==> src/rtl/lrfs_pkg.sv <==
// ---------------------------------------------------------------------------
// lrfs_pkg: shared types and constants of the rectangle fill serializer
// beat payloads, the queued command word and the display command codes
// ---------------------------------------------------------------------------
package lrfs_pkg;

   localparam logic [7:0] CMD_COLUMN_SET   = 8'h2A;
   localparam logic [7:0] CMD_PAGE_SET     = 8'h2B;
   localparam logic [7:0] CMD_MEMORY_WRITE = 8'h2C;
   localparam logic [7:0] BYTE_MSB         = 8'h80;
   localparam int         FRAME_BITS       = 9;
   localparam int         PIXEL_BITS       = 17;

   // operation codes of a request beat
   localparam logic OP_START = 1'b0;
   localparam logic OP_TICK  = 1'b1;

   typedef struct packed {
      logic       operation;
      logic [7:0] col_start;
      logic [7:0] col_end;
      logic [7:0] page_start;
      logic [7:0] page_end;
      logic [7:0] fill_color;
   } req_type;

   typedef struct packed {
      logic bit_valid;
      logic select_active;
      logic serial_bit;
      logic frame_first;
      logic fill_last;
      logic busy_res;
      logic request_rejected;
   } rsp_type;

   // classified request as it travels from front to back
   typedef struct packed {
      logic                  is_tick;
      logic                  range_ok;
      logic [7:0]            col_start;
      logic [7:0]            col_end;
      logic [7:0]            page_start;
      logic [7:0]            page_end;
      logic [7:0]            fill_color;
      logic [PIXEL_BITS-1:0] pixel_count;
   } cmd_type;

endpackage

==> src/rtl/lcd_rect_fill_serializer.sv <==
// ---------------------------------------------------------------------------
// lcd_rect_fill_serializer: rectangle fill to 9-bit serial frames
// turns one fill request into display controller frames, one bit per tick
// ---------------------------------------------------------------------------
// usage
//   req channel: a beat with operation start latches the rectangle and color
//   (refused with request_rejected when busy or an end lies below its start);
//   a beat with operation tick asks for the next serial bit
//   rsp channel: exactly one beat per request beat, in order, carrying the
//   data line bit, chip select, frame and fill markers and the busy flag
//   frames per fill: column set, x1, x2, page set, y1, y2, memory write,
//   then the color byte once per pixel, each frame a dc bit plus 8 bits
// throughput: one beat per cycle while rsp is not stalled; the sequencer state is
//   updated once per beat, so nothing limits it below that
// order: an accepted beat is written into the queue, then popped into the
//   output register, from which the rsp side takes it
// stall: a stalled rsp holds its beat; the two-entry queue keeps taking
//   req beats until full, then req_stall rises
// reset: clears the queue, the output valid flag and the sequencer to idle
// ---------------------------------------------------------------------------
module lcd_rect_fill_serializer #(
   parameter int COORD_WIDTH = 8
) (
   input  logic              clock,
   input  logic              reset,
   input  logic              req_valid,
   output logic              req_stall,
   input  lrfs_pkg::req_type req_payload,
   output logic              rsp_valid,
   input  logic              rsp_stall,
   output lrfs_pkg::rsp_type rsp_payload
);
   import lrfs_pkg::*;

   cmd_type front_cmd;
   cmd_type queue_cmd;
   logic    queue_full;
   logic    queue_not_empty;
   logic    queue_pop;
   logic    queue_push;

   // queue full is the only source of request back pressure
   assign req_stall  = queue_full;
   assign queue_push = req_valid && !queue_full;

   // front: mask, range check and pixel count sizing
   lrfs_front #(
      .COORD_WIDTH(COORD_WIDTH)
   ) u_front (
      .req_payload(req_payload),
      .cmd        (front_cmd)
   );

   // short queue so each side can stall on its own
   lrfs_queue u_queue (
      .clock    (clock),
      .reset    (reset),
      .push     (queue_push),
      .push_data(front_cmd),
      .full     (queue_full),
      .pop      (queue_pop),
      .not_empty(queue_not_empty),
      .pop_data (queue_cmd)
   );

   // back: frame sequencer, shift register and output beat register
   lrfs_back u_back (
      .clock      (clock),
      .reset      (reset),
      .cmd_valid  (queue_not_empty),
      .cmd        (queue_cmd),
      .cmd_pop    (queue_pop),
      .rsp_valid  (rsp_valid),
      .rsp_stall  (rsp_stall),
      .rsp_payload(rsp_payload)
   );

endmodule

==> src/rtl/lrfs_front.sv <==
// ---------------------------------------------------------------------------
// lrfs_front: request classifier
// masks coordinates, checks the ranges and sizes the pixel count
// ---------------------------------------------------------------------------
module lrfs_front #(
   parameter int COORD_WIDTH = 8
) (
   input  lrfs_pkg::req_type req_payload,
   output lrfs_pkg::cmd_type cmd
);
   import lrfs_pkg::*;

   localparam int         KEEP_BITS  = (COORD_WIDTH < 8) ? COORD_WIDTH : 8;
   localparam logic [7:0] COORD_MASK = 8'((1 << KEEP_BITS) - 1);

   logic [7:0] xs, xe, ys, ye;
   logic [8:0] col_span, page_span;

   always_comb begin
      xs = req_payload.col_start  & COORD_MASK;
      xe = req_payload.col_end    & COORD_MASK;
      ys = req_payload.page_start & COORD_MASK;
      ye = req_payload.page_end   & COORD_MASK;
      col_span  = {1'b0, xe} - {1'b0, xs} + 9'd1;
      page_span = {1'b0, ye} - {1'b0, ys} + 9'd1;

      cmd.is_tick     = (req_payload.operation == OP_TICK);
      cmd.range_ok    = (xe >= xs) && (ye >= ys);
      cmd.col_start   = xs;
      cmd.col_end     = xe;
      cmd.page_start  = ys;
      cmd.page_end    = ye;
      cmd.fill_color  = req_payload.fill_color;
      // spans widened first so a full 256 by 256 product keeps its top bit
      cmd.pixel_count = PIXEL_BITS'(col_span) * PIXEL_BITS'(page_span);
   end

endmodule

==> src/rtl/lrfs_queue.sv <==
// ---------------------------------------------------------------------------
// lrfs_queue: two-entry command queue
// decouples the request side from the serializing back end
// ---------------------------------------------------------------------------
module lrfs_queue (
   input  logic              clock,
   input  logic              reset,
   input  logic              push,
   input  lrfs_pkg::cmd_type push_data,
   output logic              full,
   input  logic              pop,
   output logic              not_empty,
   output lrfs_pkg::cmd_type pop_data
);
   import lrfs_pkg::*;

   cmd_type    entry_ff [2];
   logic       wr_ptr_ff, wr_ptr_in;
   logic       rd_ptr_ff, rd_ptr_in;
   logic [1:0] count_ff, count_in;

   assign full      = (count_ff == 2'd2);
   assign not_empty = (count_ff != 2'd0);
   assign pop_data  = entry_ff[rd_ptr_ff];

   always_comb begin
      wr_ptr_in = wr_ptr_ff ^ push;
      rd_ptr_in = rd_ptr_ff ^ pop;
      count_in  = count_ff + {1'b0, push} - {1'b0, pop};
   end

   always_ff @(posedge clock) begin
      if (reset) begin
         wr_ptr_ff <= 1'b0;
         rd_ptr_ff <= 1'b0;
         count_ff  <= 2'd0;
      end else begin
         wr_ptr_ff <= wr_ptr_in;
         rd_ptr_ff <= rd_ptr_in;
         count_ff  <= count_in;
      end
   end

   always_ff @(posedge clock) begin
      if (push) begin
         entry_ff[wr_ptr_ff] <= push_data;
      end
   end

   a_no_overflow: assert property (@(posedge clock) disable iff (reset)
      push |-> !full || pop)
      else $error("queue push while full");

   a_no_underflow: assert property (@(posedge clock) disable iff (reset)
      pop |-> not_empty)
      else $error("queue pop while empty");

   a_count_range: assert property (@(posedge clock) disable iff (reset)
      count_ff != 2'd3)
      else $error("queue count out of range");

endmodule

==> src/rtl/lrfs_back.sv <==
// ---------------------------------------------------------------------------
// lrfs_back: frame sequencer and bit serializer
// runs the fill sequence and drives the registered result beat
// ---------------------------------------------------------------------------
module lrfs_back (
   input  logic              clock,
   input  logic              reset,
   input  logic              cmd_valid,
   input  lrfs_pkg::cmd_type cmd,
   output logic              cmd_pop,
   output logic              rsp_valid,
   input  logic              rsp_stall,
   output lrfs_pkg::rsp_type rsp_payload
);
   import lrfs_pkg::*;

   typedef enum logic [2:0] {
      PH_COL_CMD,
      PH_COL_START,
      PH_COL_END,
      PH_PAGE_CMD,
      PH_PAGE_START,
      PH_PAGE_END,
      PH_WRITE_CMD,
      PH_COLOR
   } phase_type;

   phase_type             phase_ff, phase_in;
   logic [3:0]            bit_idx_ff, bit_idx_in;
   logic [PIXEL_BITS-1:0] pixels_ff, pixels_in, pixels_dec;
   logic [8:0]            shift_ff, shift_in, cur_word, frame_word;
   logic [7:0]            xs_ff, xs_in, xe_ff, xe_in;
   logic [7:0]            ys_ff, ys_in, ye_ff, ye_in;
   logic [7:0]            color_ff, color_in;
   logic                  active_ff, active_in;
   logic                  rsp_valid_ff, rsp_valid_in;
   rsp_type               rsp_ff, rsp_in;

   assign cmd_pop     = cmd_valid && (!rsp_valid_ff || !rsp_stall);
   assign rsp_valid   = rsp_valid_ff;
   assign rsp_payload = rsp_ff;

   // dc bit and byte of the frame for the current phase
   always_comb begin
      case (phase_ff)
         PH_COL_CMD:    frame_word = {1'b0, CMD_COLUMN_SET};
         PH_COL_START:  frame_word = {1'b1, xs_ff};
         PH_COL_END:    frame_word = {1'b1, xe_ff};
         PH_PAGE_CMD:   frame_word = {1'b0, CMD_PAGE_SET};
         PH_PAGE_START: frame_word = {1'b1, ys_ff};
         PH_PAGE_END:   frame_word = {1'b1, ye_ff};
         PH_WRITE_CMD:  frame_word = {1'b0, CMD_MEMORY_WRITE};
         PH_COLOR:      frame_word = {1'b1, color_ff};
         default:       frame_word = {1'b1, color_ff};
      endcase
   end

   always_comb begin
      phase_in  = phase_ff;
      bit_idx_in = bit_idx_ff;
      pixels_in = pixels_ff;
      shift_in  = shift_ff;
      xs_in     = xs_ff;
      xe_in     = xe_ff;
      ys_in     = ys_ff;
      ye_in     = ye_ff;
      color_in  = color_ff;
      active_in = active_ff;
      rsp_in    = rsp_ff;
      cur_word  = (bit_idx_ff == 4'd0) ? frame_word : shift_ff;
      pixels_dec = (pixels_ff != '0) ? pixels_ff - PIXEL_BITS'(1) : pixels_ff;

      if (cmd_pop) begin
         rsp_valid_in = 1'b1;
      end else if (!rsp_stall) begin
         rsp_valid_in = 1'b0;
      end else begin
         rsp_valid_in = rsp_valid_ff;
      end

      if (cmd_pop) begin
         rsp_in = '0;
         if (!cmd.is_tick) begin
            if (active_ff || !cmd.range_ok) begin
               rsp_in.request_rejected = 1'b1;
            end else begin
               xs_in      = cmd.col_start;
               xe_in      = cmd.col_end;
               ys_in      = cmd.page_start;
               ye_in      = cmd.page_end;
               color_in   = cmd.fill_color;
               pixels_in  = cmd.pixel_count;
               phase_in   = PH_COL_CMD;
               bit_idx_in = 4'd0;
               shift_in   = '0;
               active_in  = 1'b1;
            end
         end else if (active_ff) begin
            rsp_in.bit_valid     = 1'b1;
            rsp_in.select_active = 1'b1;
            rsp_in.frame_first   = (bit_idx_ff == 4'd0);
            rsp_in.serial_bit    = cur_word[8];
            shift_in             = {cur_word[7:0], 1'b0};
            bit_idx_in           = bit_idx_ff + 4'd1;
            if (bit_idx_ff == 4'(FRAME_BITS - 1)) begin
               bit_idx_in = 4'd0;
               if (phase_ff != PH_COLOR) begin
                  phase_in = phase_type'(phase_ff + 3'd1);
               end else begin
                  pixels_in = pixels_dec;
                  if (pixels_dec == '0) begin
                     rsp_in.fill_last = 1'b1;
                     active_in        = 1'b0;
                     phase_in         = PH_COL_CMD;
                  end
               end
            end
         end
         rsp_in.busy_res = active_in;
      end
   end

   always_ff @(posedge clock) begin
      if (reset) begin
         phase_ff     <= PH_COL_CMD;
         bit_idx_ff   <= 4'd0;
         pixels_ff    <= '0;
         active_ff    <= 1'b0;
         rsp_valid_ff <= 1'b0;
      end else begin
         phase_ff     <= phase_in;
         bit_idx_ff   <= bit_idx_in;
         pixels_ff    <= pixels_in;
         active_ff    <= active_in;
         rsp_valid_ff <= rsp_valid_in;
      end
      shift_ff <= shift_in;
      xs_ff    <= xs_in;
      xe_ff    <= xe_in;
      ys_ff    <= ys_in;
      ye_ff    <= ye_in;
      color_ff <= color_in;
      rsp_ff   <= rsp_in;
   end

   a_idle_clean: assert property (@(posedge clock) disable iff (reset)
      !active_ff |-> bit_idx_ff == 4'd0 && phase_ff == PH_COL_CMD)
      else $error("idle with frame in progress");

   a_bit_idx_range: assert property (@(posedge clock) disable iff (reset)
      bit_idx_ff < 4'(FRAME_BITS))
      else $error("bit index past frame end");

   a_last_ends_fill: assert property (@(posedge clock) disable iff (reset)
      rsp_valid_ff && rsp_ff.fill_last |-> rsp_ff.bit_valid && !rsp_ff.busy_res)
      else $error("fill_last without ending the fill");

   a_start_takes: assert property (@(posedge clock) disable iff (reset)
      cmd_pop && !cmd.is_tick && !active_ff && cmd.range_ok |=> active_ff)
      else $error("good start did not begin a fill");

endmodule
==> config.mk <==
export PLATFORM = sky130hd
export DESIGN_NAME = lcd_rect_fill_serializer
export DESIGN_NICKNAME = d
export VERILOG_FILES = /design/src/rtl/lrfs_pkg.sv /design/src/rtl/lcd_rect_fill_serializer.sv /design/src/rtl/lrfs_front.sv /design/src/rtl/lrfs_queue.sv /design/src/rtl/lrfs_back.sv
export SDC_FILE = /design/constraint.sdc
export NUM_CORES = 1
export LEC_CHECK = 0
export BUFFER_PORTS_ARGS = -buffer_cell sky130_fd_sc_hd__buf_2
export CAP_MARGIN = 20
export CORE_UTILIZATION = 60
export CTS_CLUSTER_SIZE = 30
export DETAILED_ROUTE_END_ITERATION = 6
export GPL_TIMING_DRIVEN = 1
export PLACE_DENSITY = 0.78
export SLEW_MARGIN = 20
export SYNTH_ARGS = -nofsm -noshare
export SYNTH_HDL_FRONTEND = slang
export SYNTH_SLANG_ARGS = --single-unit
==> constraint.sdc <==
create_clock -name clock -period 11.32 [get_ports clock]
set_input_delay 1.132 -clock clock [delete_from_list [all_inputs] [get_ports clock]]
set_output_delay 1.132 -clock clock [all_outputs]
set_load 0.02 [all_outputs]
==> flow_summary_export.csv <==
group,metric,value,unit
grt,first_global_vias,7598,
synthesis,ys.flop_type,"edfxtp_1",
synthesis,yosysTopAreaCell,"edfxtp_1",
clock_tree,clkSinkCount,202,
synthesis,syn_inst,1034,
critical_path,crit_required,11.54,ns
cells_and_area,final_cell_mix,"172 x edfxtp_1, 137 x inv_1, 96 x nor2_1, 81 x ha_1, 59 x nand2_1",
critical_path,worstPathArrival,7.07,ns
synthesis,avgSynthCellArea,11.6,µm²
synthesis,ys_warn_count,0,
sta,drv_slew,0,
placed_design,port-buffer-count,53,
route,drt_wl_total,24900,µm
run_status,outcome,"finished clean",
synthesis,synth_top_area_share,42.9,%
cells_and_area,final_common_cell,"edfxtp_1",
synthesis,synth-edff-count,172,
route,drc,0,
sta,min_period,6.85,ns
die,start_util,61.4,%
cells_and_area,layout.nets,1272,
synthesis,synth_seq_cells,202,
synthesis,netlist_area,12000,µm²
critical_path,worst_setup_path_end_kind,"register",
sta,rsz0062_at_grt,"false",
grt,antenna_found_initial,1,
cells_and_area,multiInputGateArea,5590,µm²
synthesis,async_reset_ff_share,0,%
critical_path,cp-start-kind,"input pin",
synthesis,yosysUniqueCellTypes,76,
die,core_region_area,19600,µm²
clock_tree,cts_tree,"built",
route,vias,7863,
synthesis,syn-num-nets,1219,
grt,grt_pass1_wl,39200,µm
route,via_per_inst,5.74,
sta,hold_violations,0,
synthesis,synth_area_leaders,"edfxtp_1 43%, fa_1 9.5%, ha_1 8.6%",
clock_tree,cts_root_buf,"clkbuf_16",
clock_tree,clkTransAtPathRegs,0.06,ns
sta,fin_worst_skew,0.0131,ns
synthesis,ys_seq_area_share,47.9,%
sta,timing.setup.tns,0,ns
clock_tree,clock_latency,0.50,ns
sta,timing.final.crit_share,60.5,%
clock_tree,clk_path_buf_depth,3,
clock_tree,post_cts_buffers,0,
sta,slew_headroom,38.4,%
die,ioPinCount,54,
die,rows,51,
cells_and_area,area_growth,10.1,%
cells_and_area,layout.area.seq,5770,µm²
grt,gr-total-overflow,0,
clock_tree,post_cts_resized,0,
cells_and_area,drive_gt1_share,14.5,%
sta,fmax,0.146,GHz
critical_path,cp_max_fo,9,
sta,worstMarginPinSlew,0.925,ns
placed_design,gp_congestion,0.890,
grt,grt_usage,25.0,%
cells_and_area,fill_cells,1448,
route,first_iter_violations,585,
route,drtAntennaViolNets,0,
job,cap_violations,0,
die,dieWidth,144,µm
placed_design,dp_hpwl,17600,µm
die,die_h,144,µm
clock_tree,numCtsBuffers,22,
die,die_area,20600,µm²
route,first_pass_iters,5,
clock_tree,cts_hold_buf,0,
grt,grt_max_degree,62,
clock_tree,h-tree-depth,1,
hold_path,hp-class,"register to register",
critical_path,criticalPathCategory,"input pin to register",
route,post_drt_wl_per_cell,18.2,µm
sta,finalSetupViolCount,0,
==> per-layer routing <==
layer  wire (µm)  GRT usage (%)  up-vias  share of wire [%]
met2       11900           41.0      275                 48
met5           0              0        -                  0
met4         562           6.89        0                2.3
met1       10800           35.0     3821                 43
li1            -              -     3725                  -
met3        1570           3.27       42                6.3
==> synth_stat cells (8+ instances only) <==
library cell,instances
a21oi_1,42
a22oi_1,8
clkbuf_1,16
dfxtp_1,30
edfxtp_1,172
fa_1,57
ha_1,83
inv_1,137
mux2_2,43
mux2i_1,18
nand2_1,59
nand2b_1,13
nand3_1,15
nor2_1,97
nor2b_1,11
nor3_1,24
o21ai_0,26
or2_2,8
xnor2_1,29
xor2_1,14
==> worst max-delay path: stages <==
cell and delay (ns):
buf_2 0.12, inv_1 0.05, ha_1 0.28, inv_1 0.08, ha_1 0.17, inv_1 0.06, fa_1 0.43, o21bai_1 0.15
a21oi_1 0.13, o21bai_1 0.15, a21oi_1 0.10, xnor2_1 0.54, nand2b_1 0.22, fa_1 0.43, inv_1 0.09, fa_1 0.41
inv_1 0.08, fa_1 0.45, fa_1 0.54, inv_1 0.04, ha_1 0.32, nor2b_1 0.16, o41ai_1 0.48, o211ai_1 0.17
o311ai_0 0.13, xnor2_1 0.15
==> worst paths after layout <==
path | start | endpoint | depth (start not counted) | slack, ns
max | req_payload[25] | u_queue.entry_ff[0][15] | 26 | 4.47
min | u_back.rsp_valid | u_back.rsp_valid | 2 | 0.47
max reg2reg | u_queue.rd_ptr_ff | u_back.pixels_ff[1] | 9 | 7.68
min reg2reg | u_back.rsp_valid | u_back.rsp_valid | 2 | 0.47
==> cell type report <==
class                   count  area share (%)
inverters                 137            3.88
diodes                      1          0.0189
flip-flops and latches    202            43.5
repair buffers             59            2.44
multi-input cells         665            42.2
well taps                 265            2.50
clock buffers              32            4.60
clock inverters             8           0.784
==> per-stage QoR <==
step                      util (%)  hold WS (ns)  worst slack [ns]  cells  cell area, µm²
after floorplan                  -         0.460              4.58   1034           12000
after global placement        63.8         0.451              4.17   1327           12500
after detailed placement      63.8         0.466              4.00   1327           12500
after CTS                     67.5         0.474              4.52   1367           13200
after global routing          67.6         0.502              4.00   1368           13200
final                         67.6         0.472              4.47   1369           13200
==> state kept, by name, summed over array words and instances (netlist names), 8 cells and up <==
register          cells
u_back.ys_ff          8
u_back.pixels_ff     17
u_back.xe_ff          8
u_queue.entry_ff    118
u_back.shift_ff       8
u_back.xs_ff          8
u_back.color_ff       8
u_back.ye_ff          8
==> logic make-up after synthesis <==
group	count (synthesis)	synth area share (%)
buffers and inverters	167	5.72
adder cells (fa/ha/maj)	140	18.1
AO/OA/AOI/OAI	151	8.63
flip-flops	202	47.9
multiplexers	62	5.65
AND/OR/NAND/NOR	269	10.8
XOR/XNOR	43	3.13
Power is left out: the tool's default activity adds up to more than one toggle a clock period on the data nets, which glitch-free logic cannot reach.
